<file path="src/rtl/core/ncsn_pkg.sv">
package ncsn_pkg;

    // fixed-point format and class counts
    localparam int FRAC_BITS    = 16;
    localparam int NUM_CLASSES  = 9;
    localparam int NUM_EXON     = 6;
    localparam int NUM_GROUPS   = 3;
    localparam int GROUP_SIZE   = NUM_CLASSES / NUM_GROUPS;
    localparam int SCORE_W      = 32;
    localparam int NORM_W       = FRAC_BITS + 1;

    // exponent unit widths
    localparam int E_W          = SCORE_W + 1;
    localparam int BIG_W        = 2 * SCORE_W - FRAC_BITS;
    localparam int N_MAX        = 33;
    localparam int N_W          = 6;
    localparam int TAYLOR_TERMS = 12;
    localparam int RECIP_W      = 34;

    // sums and divider widths
    localparam int SUM3_W       = E_W + 2;
    localparam int DEN_W        = E_W + 4;
    localparam int NUM_W        = E_W + FRAC_BITS + 1;
    localparam int CMP_W        = DEN_W + NORM_W + 1;

    // stream widths
    localparam int IN_W         = NUM_CLASSES * SCORE_W;
    localparam int OUT_W        = ((NUM_CLASSES * NORM_W + 7) / 8) * 8;

    // pipeline depth of each part
    localparam int EXT_LAT      = 3;
    localparam int EXP_LAT      = 2 * TAYLOR_TERMS + 3;
    localparam int SUM_LAT      = 2;
    localparam int DIV_LAT      = NORM_W + 2;
    localparam int PIPE_LAT     = EXT_LAT + EXP_LAT + SUM_LAT + DIV_LAT;

    localparam logic [SCORE_W-1:0] LN2_Q32 = 32'hB17217F8;
    localparam logic [E_W-1:0]     ONE_Q32 = {1'b1, {SCORE_W{1'b0}}};
    localparam logic [NORM_W-1:0]  NORM_ONE = {1'b1, {FRAC_BITS{1'b0}}};

    typedef enum logic [1:0] {
        MODE_PLAIN  = 2'd0,
        MODE_SINGLE = 2'd1,
        MODE_CLASS  = 2'd2,
        MODE_RSVD   = 2'd3
    } mode_t;

    typedef enum logic [1:0] {
        SEL_ROUND = 2'd0,
        SEL_DIV   = 2'd1,
        SEL_ZERO  = 2'd2
    } sel_t;

    typedef struct packed {
        logic  valid;
        mode_t mode;
    } ctl_t;

    typedef struct packed {
        logic [E_W-1:0]    e;
        logic [DEN_W-1:0]  den;
        sel_t              sel;
        logic [NORM_W-1:0] rnd;
    } div_in_t;

    typedef logic [NUM_CLASSES-1:0][SCORE_W-1:0] score_vec_t;

    // ceil(2^(32+l)/k) with l = ceil(log2 k): exact floor division of 32-bit values
    function automatic logic [RECIP_W-1:0] recip_mult(input int k);
        logic [RECIP_W-1:0] m;
        unique case (k)
            3, 6, 12: m = 34'd5726623062;
            5, 10:    m = 34'd6871947674;
            7:        m = 34'd4908534053;
            9:        m = 34'd7635497416;
            11:       m = 34'd6247225158;
            default:  m = 34'd4294967296;
        endcase
        return m;
    endfunction

    function automatic int recip_shift(input int k);
        int s;
        unique case (k)
            1:                 s = 32;
            2:                 s = 33;
            3, 4:              s = 34;
            5, 6, 7, 8:        s = 35;
            default:           s = 36;
        endcase
        return s;
    endfunction

endpackage

</file>
<file path="src/rtl/core/ncsn_extrema.sv">
module ncsn_extrema (
    input  logic                 aclk,
    input  logic                 en,
    input  ncsn_pkg::mode_t      mode,
    input  ncsn_pkg::score_vec_t scores,
    output ncsn_pkg::score_vec_t delta
);

    logic signed [ncsn_pkg::SCORE_W-1:0] s1_reg [0:ncsn_pkg::NUM_CLASSES-1];
    logic signed [ncsn_pkg::SCORE_W-1:0] s2_reg [0:ncsn_pkg::NUM_CLASSES-1];
    logic signed [ncsn_pkg::SCORE_W-1:0] lo1_reg [0:ncsn_pkg::NUM_GROUPS-1];
    logic signed [ncsn_pkg::SCORE_W-1:0] hi1_reg [0:ncsn_pkg::NUM_GROUPS-1];
    logic signed [ncsn_pkg::SCORE_W-1:0] lo1_next [0:ncsn_pkg::NUM_GROUPS-1];
    logic signed [ncsn_pkg::SCORE_W-1:0] hi1_next [0:ncsn_pkg::NUM_GROUPS-1];
    logic signed [ncsn_pkg::SCORE_W-1:0] lo2_reg, hi2_reg, lo2_next, hi2_next;
    ncsn_pkg::score_vec_t delta_reg, delta_next;

    // per-group min and max
    always_comb begin
        for (int g = 0; g < ncsn_pkg::NUM_GROUPS; g++) begin
            lo1_next[g] = $signed(scores[g * ncsn_pkg::GROUP_SIZE]);
            hi1_next[g] = $signed(scores[g * ncsn_pkg::GROUP_SIZE]);
            for (int m = 1; m < ncsn_pkg::GROUP_SIZE; m++) begin
                if ($signed(scores[g * ncsn_pkg::GROUP_SIZE + m]) < lo1_next[g]) begin
                    lo1_next[g] = $signed(scores[g * ncsn_pkg::GROUP_SIZE + m]);
                end
                if ($signed(scores[g * ncsn_pkg::GROUP_SIZE + m]) > hi1_next[g]) begin
                    hi1_next[g] = $signed(scores[g * ncsn_pkg::GROUP_SIZE + m]);
                end
            end
        end
    end

    // min and max over the groups
    always_comb begin
        lo2_next = lo1_reg[0];
        hi2_next = hi1_reg[0];
        for (int g = 1; g < ncsn_pkg::NUM_GROUPS; g++) begin
            if (lo1_reg[g] < lo2_next) begin
                lo2_next = lo1_reg[g];
            end
            if (hi1_reg[g] > hi2_next) begin
                hi2_next = hi1_reg[g];
            end
        end
    end

    // distance from min (plain mode) or to max (normalizing modes)
    always_comb begin
        for (int i = 0; i < ncsn_pkg::NUM_CLASSES; i++) begin
            if (mode == ncsn_pkg::MODE_PLAIN) begin
                delta_next[i] = ncsn_pkg::SCORE_W'(s2_reg[i] - lo2_reg);
            end else begin
                delta_next[i] = ncsn_pkg::SCORE_W'(hi2_reg - s2_reg[i]);
            end
        end
    end

    always_ff @(posedge aclk) begin
        if (en) begin
            for (int i = 0; i < ncsn_pkg::NUM_CLASSES; i++) begin
                s1_reg[i] <= $signed(scores[i]);
                s2_reg[i] <= s1_reg[i];
            end
            for (int g = 0; g < ncsn_pkg::NUM_GROUPS; g++) begin
                lo1_reg[g] <= lo1_next[g];
                hi1_reg[g] <= hi1_next[g];
            end
            lo2_reg   <= lo2_next;
            hi2_reg   <= hi2_next;
            delta_reg <= delta_next;
        end
    end

    assign delta = delta_reg;

endmodule

</file>
<file path="config.mk">
export PLATFORM = sky130hd
export DESIGN_NAME = ncsn_extrema
export DESIGN_NICKNAME = d
export VERILOG_FILES = /design/src/rtl/core/ncsn_pkg.sv /design/src/rtl/core/ncsn_extrema.sv
export SDC_FILE = /design/constraint.sdc
export NUM_CORES = 2
export LEC_CHECK = 0
export BUFFER_PORTS_ARGS = -buffer_cell sky130_fd_sc_hd__buf_2
export CORE_ASPECT_RATIO = 1.4
export CORE_UTILIZATION = 61
export CTS_CLUSTER_SIZE = 40
export DETAILED_ROUTE_END_ITERATION = 7
export PLACE_DENSITY = 0.82
export SYNTH_ARGS = -nofsm -noshare
export SYNTH_HDL_FRONTEND = slang
export SYNTH_SLANG_ARGS = --single-unit
</file>
<file path="constraint.sdc">
create_clock -name aclk -period 11.4 [get_ports aclk]
set_input_delay 1.71 -clock aclk [delete_from_list [all_inputs] [get_ports aclk]]
set_output_delay 1.71 -clock aclk [all_outputs]
set_load 0.01 [all_outputs]
</file>
==> flow_summary.toml <==
[global_routing]
grt_use_total_pct = 39.4
grt_antenna_before_repair = 72
grt_overflow = 0
grt_pass1_vias = 63800
grt_pass1_wl_um = 382000
grt_max_degree = 168

[worst_setup_path]
cp_max_fo = 29
crit_path_top_delay_cell = "nor4_1"
max_stage_delay_ns = 1.11
cpMostUsedCell = "buf_4"
cp.arrival_ns = 9.33
end_kind = "flop"
cp_num_buf_inv = 5
path_cells = "buf_2 > inv_1 > ha_1 > a21o_1 > a21o_1 > a21oi_1 > o22ai_1 > o41ai_2 > o211ai_1 > buf_4 > o21ai_4 > buf_4 > mux2i_1 > ha_1 > nand4_1 > nor4_1 > nand2_1 > a21oi_1 > nor3_1 > mux2_2 > buf_4 > mux2i_1"
required_ns = 12.00
path_class = "primary input to flop"
cp-start-kind = "primary input"
path_delay_family = "compound AO/OA/AOI/OAI gates"

[route]
first_pass_iters = 7
wire_per_inst_um = 26.5
postRouteWirelength_um = 265000
avgViaCountPerCell = 6.42
drc_errors = 0
drt_iter0_markers = 5949
vias = 64100
ant_nets = 0

[sta]
skew_ns = 0.0322
max-slew-margin-rel_pct = 12.3
rsz0062_at_grt = "false"
tns_ns = 0
whs_ns = 0.416
tightest_slew_ns = 1.30
post-route-period-util_pct = 76.6
setup_violations = 0
slew_viol_final = 0
hold_violations = 0
min_period_ns = 8.73
max_freq_mhz = 115

[synthesis]
avgSynthCellArea_um2 = 10.5
synthArstFlopShare_pct = 0
syn_area_um2 = 79000
yosysUniqueCellTypes = 86
synthFlopType = "edfxtp_1"
synthCells = 7546
synth_edf_count = 1120
synth_nets = 8825
yosysWarnings = 0
synth_seq_area_share_pct = 42.5
ys_ff_latch = 1120

[floorplanning]
io_pins = 580
die_h_um = 428
start_util_pct = 61.8
fp-row-count = 155
dieArea_um2 = 131000
die_w_um = 306
core_um2 = 128000

[clock_tree]
root_buffer = "clkbuf_16"
cts_hold_buf = 0
cts_tree = "yes"
cts_resized = 0
post-cts-setup-buffer-count = 0
htreeDepth = 3
cts_buffer_depth = 3
worstSkewPairLatency_ns = 0.78
clkTransAtPathRegs_ns = 0.07
cts.sinks = 1120
cts_buffers = 112

[finish]
fin_cells = 9976
nNetsFinal = 9455
fill_cells = 9617
drive_gt1_share_pct = 11.2
design_area_um2 = 88400
syn_to_final_growth_pct = 11.9

[placed_design]
routabilityCongestion = 1.02
place_hpwl_um = 210000
placedCellCount = 9710
port_buffers = 579
dpl_cell_area_um2 = 84200

[power_and_ir_drop]
p_leak_uw = 0.0399
ir_drop_mv = 0.164
design_power_total_uw = 24800
power_density_nw_per_um2 = 280

[run_status]
status = "completed"

[flow_run]
drv_cap = 0

[worst_hold_path]
hold_path_class = "flop to flop"
[metrics by stage]
step	util, %	setup WS, ns
after global routing	69.0	2.79
after detailed placement	65.8	1.90
after floorplan	-	4.63
after CTS	69.0	2.69
after global placement	65.8	2.05
final	69.1	2.67
[kinds of logic after synthesis]
group                    Yosys count  share of synthesized area, %
multiplexers                     529                          6.73
adder cells (fa/ha/maj)          987                          15.8
buffers and inverters            893                          4.32
flip-flops                      1120                          42.5
XOR/XNOR                         434                          4.81
AO/OA/AOI/OAI                   2020                          16.2
AND/OR/NAND/NOR                 1563                          9.64
[cell type report]
class,count,area [µm²],area share (%)
diodes,57,143,0.161
clock buffers,120,2830,3.20
inverters,752,2820,3.19
repair buffers,657,3570,4.03
well taps,1648,2060,2.33
flip-flops and latches,1120,33600,38.0
clock inverters,89,1280,1.45
multi-input cells,5533,42100,47.6
[report_power, final]
group          total (µW)  switching [µW]  leakage (µW)  internal (µW)
sequential           6630             688        0.0110           5940
combinational       13900            8470        0.0270           5460
clock                4210            1760       0.00196           2450
[worst paths after layout]
check                                    start             end  slack [ns]  cells after the start
worst max register to register  hi1_reg[0][63]      hi2_reg[0]        3.15                     19
worst min register to register   s1_reg[0][33]   s2_reg[0][33]        0.42                      0
worst max-delay path               scores[197]  hi1_reg[0][88]        2.67                     22
worst min-delay path             s1_reg[0][33]   s2_reg[0][33]        0.42                      0
[cell usage in the layout, fill, tap and decap left out, types with 19 or more instances in the layout]
cell type,count
nand3_1,91
edfxtp_1,1120
or3_1,72
o21ai_0,422
clkbuf_16,112
a21boi_0,28
a31oi_1,49
a21oi_1,639
buf_4,72
o21bai_1,58
diode_2,57
buf_2,578
nand2b_1,109
nor3_1,95
and2_1,25
mux2i_1,511
a211oi_1,66
xnor2_1,264
nor4_1,26
and3_1,41
a21o_1,286
nor2_1,418
nand4_1,123
nor2b_1,103
ha_1,969
xor2_1,170
a211o_1,24
a31o_2,24
o21a_1,139
bufinv_16,28
o22ai_1,19
inv_1,752
nand2_1,392
o31ai_1,50
o211ai_1,32
[synthesized netlist by cell type (all sizes together) (49+ instances only)]
library cell | number | area [µm²]
ha | 969 | 12100
o31ai | 50 | 375
or3 | 73 | 457
mux2i | 512 | 5120
o21ai | 435 | 2180
nor3 | 95 | 475
xnor2 | 264 | 2310
o21a | 139 | 1040
a21o | 286 | 2150
nand3 | 91 | 455
nor2 | 419 | 1570
edfxtp | 1120 | 33600
a211oi | 66 | 495
nand2b | 109 | 682
o21bai | 59 | 443
a21oi | 640 | 3200
a31oi | 49 | 307
xor2 | 170 | 1490
clkbuf | 89 | 334
nand2 | 394 | 1480
nor2b | 103 | 644
buf | 52 | 261
nand4 | 123 | 769
inv | 752 | 2820
[worst register-to-register path, stage by stage (launching register included)]
cell and delay (ns):
edfxtp_1 0.51, ha_1 0.52, nand4_1 0.15, or2_2 0.36, nor3_1 0.59, nand2_1 0.21, a21oi_1 0.40, a211oi_1 0.12
mux2_2 0.67, mux2i_1 0.49, ha_1 0.21, nand4_1 0.21, nor4_1 1.07, nand2_1 0.28, a21oi_1 0.70, or3_1 0.24
xnor2_1 0.07, nand2_2 0.31, buf_4 0.45, mux2_2 0.43
[layer usage]
metal  share of wire, %  global-route usage [%]  vias up
li1                   -                       -    29400
met5              0.094                       0        -
met4                7.1                    25.9       38
met3                8.0                    5.71      734
met2                 48                    67.0     3046
met1                 36                    46.2    30900
(Power assumes the default switching activity.)
