==> src/rtl/core/ncsn_pkg.sv <==
package ncsn_pkg;

    // fixed-point format and class counts
    localparam int FRAC_BITS    = 16;
    localparam int NUM_CLASSES  = 9;
    localparam int NUM_EXON     = 6;
    localparam int NUM_GROUPS   = 3;
    localparam int GROUP_SIZE   = NUM_CLASSES / NUM_GROUPS;
    localparam int SCORE_W      = 32;
    localparam int NORM_W       = FRAC_BITS + 1;

    // exponent unit widths
    localparam int E_W          = SCORE_W + 1;
    localparam int BIG_W        = 2 * SCORE_W - FRAC_BITS;
    localparam int N_MAX        = 33;
    localparam int N_W          = 6;
    localparam int TAYLOR_TERMS = 12;
    localparam int RECIP_W      = 34;

    // sums and divider widths
    localparam int SUM3_W       = E_W + 2;
    localparam int DEN_W        = E_W + 4;
    localparam int NUM_W        = E_W + FRAC_BITS + 1;
    localparam int CMP_W        = DEN_W + NORM_W + 1;

    // stream widths
    localparam int IN_W         = NUM_CLASSES * SCORE_W;
    localparam int OUT_W        = ((NUM_CLASSES * NORM_W + 7) / 8) * 8;

    // pipeline depth of each part
    localparam int EXT_LAT      = 3;
    localparam int EXP_LAT      = 2 * TAYLOR_TERMS + 3;
    localparam int SUM_LAT      = 2;
    localparam int DIV_LAT      = NORM_W + 2;
    localparam int PIPE_LAT     = EXT_LAT + EXP_LAT + SUM_LAT + DIV_LAT;

    localparam logic [SCORE_W-1:0] LN2_Q32 = 32'hB17217F8;
    localparam logic [E_W-1:0]     ONE_Q32 = {1'b1, {SCORE_W{1'b0}}};
    localparam logic [NORM_W-1:0]  NORM_ONE = {1'b1, {FRAC_BITS{1'b0}}};

    typedef enum logic [1:0] {
        MODE_PLAIN  = 2'd0,
        MODE_SINGLE = 2'd1,
        MODE_CLASS  = 2'd2,
        MODE_RSVD   = 2'd3
    } mode_t;

    typedef enum logic [1:0] {
        SEL_ROUND = 2'd0,
        SEL_DIV   = 2'd1,
        SEL_ZERO  = 2'd2
    } sel_t;

    typedef struct packed {
        logic  valid;
        mode_t mode;
    } ctl_t;

    typedef struct packed {
        logic [E_W-1:0]    e;
        logic [DEN_W-1:0]  den;
        sel_t              sel;
        logic [NORM_W-1:0] rnd;
    } div_in_t;

    typedef logic [NUM_CLASSES-1:0][SCORE_W-1:0] score_vec_t;

    // ceil(2^(32+l)/k) with l = ceil(log2 k): exact floor division of 32-bit values
    function automatic logic [RECIP_W-1:0] recip_mult(input int k);
        logic [RECIP_W-1:0] m;
        unique case (k)
            3, 6, 12: m = 34'd5726623062;
            5, 10:    m = 34'd6871947674;
            7:        m = 34'd4908534053;
            9:        m = 34'd7635497416;
            11:       m = 34'd6247225158;
            default:  m = 34'd4294967296;
        endcase
        return m;
    endfunction

    function automatic int recip_shift(input int k);
        int s;
        unique case (k)
            1:                 s = 32;
            2:                 s = 33;
            3, 4:              s = 34;
            5, 6, 7, 8:        s = 35;
            default:           s = 36;
        endcase
        return s;
    endfunction

endpackage

==> src/rtl/core/ncsn_div_lane.sv <==
module ncsn_div_lane (
    input  logic                        aclk,
    input  logic                        en,
    input  ncsn_pkg::div_in_t           din,
    output logic [ncsn_pkg::NORM_W-1:0] norm
);

    localparam int Q = ncsn_pkg::NORM_W;

    logic [ncsn_pkg::NUM_W-1:0]  rem_reg [0:Q-1];
    logic [ncsn_pkg::DEN_W-1:0]  den_reg [0:Q-1];
    ncsn_pkg::sel_t              sel_reg [0:Q];
    logic [Q-1:0]                rnd_reg [0:Q];
    logic [Q-1:0]                quo_reg [1:Q];
    logic [Q-1:0]                norm_reg;
    logic [ncsn_pkg::NUM_W-1:0]  num_next;

    // rounded numerator: e scaled up plus half the denominator
    assign num_next = (ncsn_pkg::NUM_W'(din.e) << ncsn_pkg::FRAC_BITS)
                    + ncsn_pkg::NUM_W'(din.den >> 1);

    always_ff @(posedge aclk) begin
        if (en) begin
            rem_reg[0] <= num_next;
            den_reg[0] <= din.den;
            sel_reg[0] <= din.sel;
            rnd_reg[0] <= din.rnd;
        end
    end

    // restoring division, one quotient bit per stage from the top
    for (genvar s = 0; s < Q; s++) begin : g_step
        localparam int B = Q - 1 - s;
        logic [ncsn_pkg::CMP_W-1:0] trial;
        logic                       fits;
        logic [Q-1:0]               quo_prev;

        assign trial = ncsn_pkg::CMP_W'(rem_reg[s])
                     - (ncsn_pkg::CMP_W'(den_reg[s]) << B);
        assign fits  = !trial[ncsn_pkg::CMP_W-1];

        if (s == 0) begin : g_first
            assign quo_prev = '0;
        end else begin : g_rest
            assign quo_prev = quo_reg[s];
        end

        always_ff @(posedge aclk) begin
            if (en) begin
                quo_reg[s+1] <= {quo_prev[Q-2:0], fits};
                sel_reg[s+1] <= sel_reg[s];
                rnd_reg[s+1] <= rnd_reg[s];
            end
        end

        if (s < Q - 1) begin : g_carry
            always_ff @(posedge aclk) begin
                if (en) begin
                    rem_reg[s+1] <= fits ? trial[ncsn_pkg::NUM_W-1:0] : rem_reg[s];
                    den_reg[s+1] <= den_reg[s];
                end
            end
        end
    end

    // pick the result for the mode
    always_ff @(posedge aclk) begin
        if (en) begin
            unique case (sel_reg[Q])
                ncsn_pkg::SEL_ROUND: norm_reg <= rnd_reg[Q];
                ncsn_pkg::SEL_DIV:   norm_reg <= quo_reg[Q];
                default:             norm_reg <= '0;
            endcase
        end
    end

    assign norm = norm_reg;

endmodule

==> config.mk <==
export PLATFORM = sky130hd
export DESIGN_NAME = ncsn_div_lane
export DESIGN_NICKNAME = d
export VERILOG_FILES = /design/src/rtl/core/ncsn_pkg.sv /design/src/rtl/core/ncsn_div_lane.sv
export SDC_FILE = /design/constraint.sdc
export NUM_CORES = 2
export LEC_CHECK = 0
export BUFFER_PORTS_ARGS = -buffer_cell sky130_fd_sc_hd__buf_2
export CAP_MARGIN = 0
export CORE_UTILIZATION = 60
export CTS_CLUSTER_DIAMETER = 40
export CTS_CLUSTER_SIZE = 12
export DETAILED_ROUTE_END_ITERATION = 7
export GPL_ROUTABILITY_DRIVEN = 0
export HOLD_SLACK_MARGIN = 0.05
export PLACE_DENSITY = 0.76
export SLEW_MARGIN = 0
export SYNTH_ARGS = -nofsm -noshare
export SYNTH_HDL_FRONTEND = slang
export SYNTH_SLANG_ARGS = --single-unit
==> constraint.sdc <==
create_clock -name aclk -period 11 [get_ports aclk]
set_input_delay 1.65 -clock aclk [delete_from_list [all_inputs] [get_ports aclk]]
set_output_delay 1.65 -clock aclk [all_outputs]
set_load 0.05 [all_outputs]
==> impl_metrics.prom <==
# TYPE chip_impl_metric gauge
chip_impl_info{name="outcome",value="finished clean"} 1
chip_impl_metric{name="final.min_clock_period",unit="ns"} 5.25
chip_impl_metric{name="finalSetupViolations",unit=""} 0
chip_impl_metric{name="cts_hold_repair.buffers",unit=""} 0
chip_impl_metric{name="leakage",unit="nW"} 44.2
chip_impl_metric{name="first_pass_grt_wire_length",unit="mm"} 297
chip_impl_metric{name="timing.hold.ws",unit="ns"} 0.385
chip_impl_metric{name="placement.io_buffers",unit=""} 107
chip_impl_metric{name="final_core_utilization",unit="%"} 67.6
chip_impl_metric{name="synth_fp_nets",unit=""} 9139
chip_impl_metric{name="ff_latch_area",unit="sq mm"} 0.0552
chip_impl_metric{name="finalWorstSetupSlack",unit="ns"} 5.75
chip_impl_metric{name="grt_start_max_net_pins",unit=""} 187
chip_impl_metric{name="final_cells",unit=""} 10900
chip_impl_metric{name="route.vias.total",unit=""} 63500
chip_impl_metric{name="core_region_area",unit="sq mm"} 0.161
chip_impl_metric{name="die_w",unit="um"} 405
chip_impl_metric{name="yosysWarningCount",unit=""} 0
chip_impl_metric{name="groute.layer.met2.usage",unit="%"} 41.5
chip_impl_metric{name="worst_pin_slew",unit="ns"} 1.18
chip_impl_info{name="crit_end",value="rem_reg[0][756]"} 1
chip_impl_metric{name="starting_drt_drc_count",unit=""} 3933
chip_impl_metric{name="cts_htree_levels",unit=""} 5
chip_impl_info{name="predominant_post_synthesis_flop_cell",value="sky130_fd_sc_hd__edfxtp_1"} 1
chip_impl_info{name="synth_top_cells_by_area",value="sky130_fd_sc_hd__edfxtp_1 (57%), sky130_fd_sc_hd__ha_1 (8.2%), sky130_fd_sc_hd__a21oi_1 (3.8%), sky130_fd_sc_hd__xnor2_1 (3.1%), sky130_fd_sc_hd__a21o_1 (3.0%)"} 1
chip_impl_metric{name="cts_resized",unit=""} 0
chip_impl_metric{name="syn_avg_cell_area",unit="sq um"} 11.6
chip_impl_metric{name="worst-r2r-setup-slack",unit="ns"} 5.75
chip_impl_info{name="crit_path_end_kind",value="flip-flop"} 1
chip_impl_metric{name="worst_clock_skew",unit="ns"} 0.0498
chip_impl_metric{name="pre_cts_slack",unit="ns"} 5.89
chip_impl_metric{name="dp.final_hpwl",unit="mm"} 127
chip_impl_metric{name="fillers",unit=""} 11200
chip_impl_metric{name="worst_setup_hold_path_clk_slew",unit="ns"} 0.06
chip_impl_metric{name="hold-path-cell-count",unit=""} 0
chip_impl_metric{name="globalRouteMet1Util",unit="%"} 22.7
chip_impl_metric{name="totalNegativeSetupSlack",unit="ns"} 0
chip_impl_metric{name="grt_pass1_vias",unit=""} 63800
chip_impl_metric{name="placed_cells",unit=""} 10500
chip_impl_metric{name="insertion_delay",unit="ns"} 0.90
chip_impl_info{name="ctsRootBufferMaster",value="sky130_fd_sc_hd__clkbuf_16"} 1
chip_impl_metric{name="maxCapViolations",unit=""} 0
chip_impl_info{name="rsz0062_at_grt",value="no"} 1
chip_impl_metric{name="vdd_drop_max",unit="mV"} 0.198
chip_impl_info{name="post-synth-top-area-cell",value="sky130_fd_sc_hd__edfxtp_1"} 1
chip_impl_info{name="yosys.cell_count.top_type",value="sky130_fd_sc_hd__edfxtp_1"} 1
chip_impl_metric{name="distinct_cells_synth",unit=""} 107
chip_impl_metric{name="cp_data_arrival_time",unit="ns"} 5.86
chip_impl_metric{name="die-area",unit="sq mm"} 0.164
chip_impl_metric{name="synth-edff-count",unit=""} 1839
chip_impl_metric{name="placedInstanceArea",unit="sq mm"} 0.100
chip_impl_info{name="grt_most_used_layer",value="met2"} 1
chip_impl_metric{name="max_frequency",unit="MHz"} 190
chip_impl_metric{name="top_level_ports",unit=""} 108
chip_impl_metric{name="ant_nets",unit=""} 0
chip_impl_info{name="r2r_start",value="den_reg[0][521]"} 1
chip_impl_metric{name="grt_util_met3",unit="%"} 3.09
chip_impl_metric{name="drt_drc_violations_left",unit=""} 0
chip_impl_info{name="worstHoldPathType",value="flip-flop to flip-flop"} 1
chip_impl_info{name="setup.worst_path.start_class",value="flip-flop"} 1
chip_impl_metric{name="start_util",unit="%"} 60.6
chip_impl_metric{name="postSynth.asyncResetShare",unit="%"} 0
chip_impl_metric{name="grt_util_all_layers",unit="%"} 21.9
chip_impl_metric{name="std_cell_rows",unit=""} 147
chip_impl_metric{name="antenna_found_initial",unit=""} 0
chip_impl_info{name="critical_path.startpoint",value="den_reg[0][521]"} 1
chip_impl_info{name="worst_r2r_endpoint",value="rem_reg[0][756]"} 1
chip_impl_metric{name="synth.ff_latch_count",unit=""} 1839
chip_impl_metric{name="mapped_cells",unit=""} 8389
chip_impl_metric{name="timing_max_transition_violations_final",unit=""} 0
chip_impl_metric{name="final_cell_area",unit="sq mm"} 0.109
chip_impl_metric{name="critPathRequiredTime",unit="ns"} 11.61
chip_impl_metric{name="numClockSinks",unit=""} 1839
chip_impl_info{name="tritoncts",value="built"} 1
chip_impl_metric{name="n_antenna_cell",unit=""} 0
chip_impl_metric{name="drt_wirelength",unit="mm"} 180
chip_impl_metric{name="flip_flop_count_of_the_largest_register_all_copies_and_words_added",unit=""} 698
chip_impl_metric{name="area_of_the_multi_input_gates",unit="sq mm"} 0.0387
chip_impl_metric{name="synth.top_cell.area_share",unit="%"} 56.6
chip_impl_metric{name="netlist_area_pre_place",unit="sq mm"} 0.0976
chip_impl_metric{name="period_share",unit="%"} 47.8
chip_impl_metric{name="nNetsFinal",unit=""} 9323
chip_impl_metric{name="globalRoute.totalOverflow",unit=""} 0
chip_impl_metric{name="ff2ff_path_depth",unit=""} 13
chip_impl_metric{name="drt-wirelength-per-cell",unit="um"} 16.5
chip_impl_metric{name="post-cts-setup-buffer-count",unit=""} 0
chip_impl_metric{name="drt_pre_antenna_iters",unit=""} 6
chip_impl_metric{name="power.density_cell_area",unit="mW/mm^2"} 259
chip_impl_metric{name="syn_to_final_growth",unit="%"} 11.5
chip_impl_metric{name="cts_buffers",unit=""} 274
chip_impl_metric{name="worst_slew_margin_rel",unit="%"} 21.3
chip_impl_metric{name="die-height",unit="um"} 405
chip_impl_metric{name="avgViaCountPerCell",unit=""} 5.83
chip_impl_info{name="synth_common_cells",value="sky130_fd_sc_hd__edfxtp_1 (1,839), sky130_fd_sc_hd__inv_1 (762), sky130_fd_sc_hd__a21oi_1 (733)"} 1
chip_impl_metric{name="totalPowerFinal",unit="mW"} 28.2
chip_impl_metric{name="report.final.hold_viol_count",unit=""} 0
chip_impl_metric{name="longest_clk_path_bufs",unit=""} 4
chip_impl_info{name="timing_worst_setup_path_type",value="flip-flop to flip-flop"} 1
chip_impl_metric{name="seq_area_frac_synth",unit="%"} 56.6
chip_impl_metric{name="final_layout_size_suffix_gt1_share",unit="%"} 8.68
chip_impl_metric{name="maximum_fanout_along_the_worst_path",unit=""} 65
worst min path at each step:
stage                                 end             from  slack (ns)
after floorplan           quo_reg[0][103]   quo_reg[0][85]        0.40
after global placement    rnd_reg[10][16]   rnd_reg[9][16]        0.40
after detailed placement  quo_reg[0][104]   quo_reg[0][86]        0.40
after CTS                 quo_reg[0][142]  quo_reg[0][124]        0.38
after global routing      rnd_reg[10][15]   rnd_reg[9][15]        0.39
final                     quo_reg[0][142]  quo_reg[0][124]        0.39
area by class of cell:
| cell class | count | share of cell area (%) |
|---|---|---|
| multi-input combinational | 5550 | 35.5 |
| clock buffer | 306 | 6.48 |
| inverter | 765 | 2.64 |
| sequential | 1839 | 50.7 |
| timing repair buffer | 143 | 0.845 |
| tap | 2160 | 2.48 |
| clock inverter | 137 | 1.35 |
per-layer routing:
metal / share of wire [%] / vias to the layer above
li1: - / 31200
met1: 38 / 29700
met2: 53 / 1922
met3: 4.0 / 693
met4: 5.5 / 0
met5: 0 / -
cell families (layout without fill, tap and decap cells):
| kind of cell | count (synthesis) | in the layout | share of synthesized area, % |
|---|---|---|---|
| fa+ha+maj | 659 | 659 | 8.57 |
| xor+xnor | 599 | 599 | 5.37 |
| simple gates | 1841 | 1841 | 8.76 |
| flops | 1839 | 1839 | 56.6 |
| mux | 164 | 164 | 2.07 |
| buf+inv | 1000 | 1351 | 3.94 |
| compound gates | 2287 | 2287 | 14.7 |
cell usage in the layout (no fill, tap or decap), types with 256 or more instances in the layout:
master and n:
sky130_fd_sc_hd__clkbuf_16 278, sky130_fd_sc_hd__edfxtp_1 1839, sky130_fd_sc_hd__nand2_1 612, sky130_fd_sc_hd__o21ai_0 523, sky130_fd_sc_hd__nor2_1 516, sky130_fd_sc_hd__a21o_1 388, sky130_fd_sc_hd__xnor2_1 343, sky130_fd_sc_hd__xor2_1 256
sky130_fd_sc_hd__a21oi_1 732, sky130_fd_sc_hd__ha_1 642, sky130_fd_sc_hd__inv_1 762
worst max-delay path, cell delays in order (launching register included):
cell and delay, ns:
sky130_fd_sc_hd__edfxtp_1 0.38, sky130_fd_sc_hd__inv_1 0.08, sky130_fd_sc_hd__ha_1 0.22, sky130_fd_sc_hd__fa_1 0.42, sky130_fd_sc_hd__nor2b_1 0.13, sky130_fd_sc_hd__o21a_1 0.15, sky130_fd_sc_hd__o21ai_1 0.12, sky130_fd_sc_hd__a2111oi_0 0.79
sky130_fd_sc_hd__o21ai_1 0.35, sky130_fd_sc_hd__o41ai_2 0.68, sky130_fd_sc_hd__a21oi_1 0.36, sky130_fd_sc_hd__o21ai_4 0.30, sky130_fd_sc_hd__buf_4 0.55, sky130_fd_sc_hd__mux2_2 0.40
power breakdown:
part / internal [mW] / leakage [nW] / switching, mW
Sequential: 9.63 / 17.9 / 0.722
Clock: 5.16 / 4.14 / 2.95
Combinational: 4.20 / 22.1 / 5.51
Note: power is estimated with default switching activity, not from simulation.
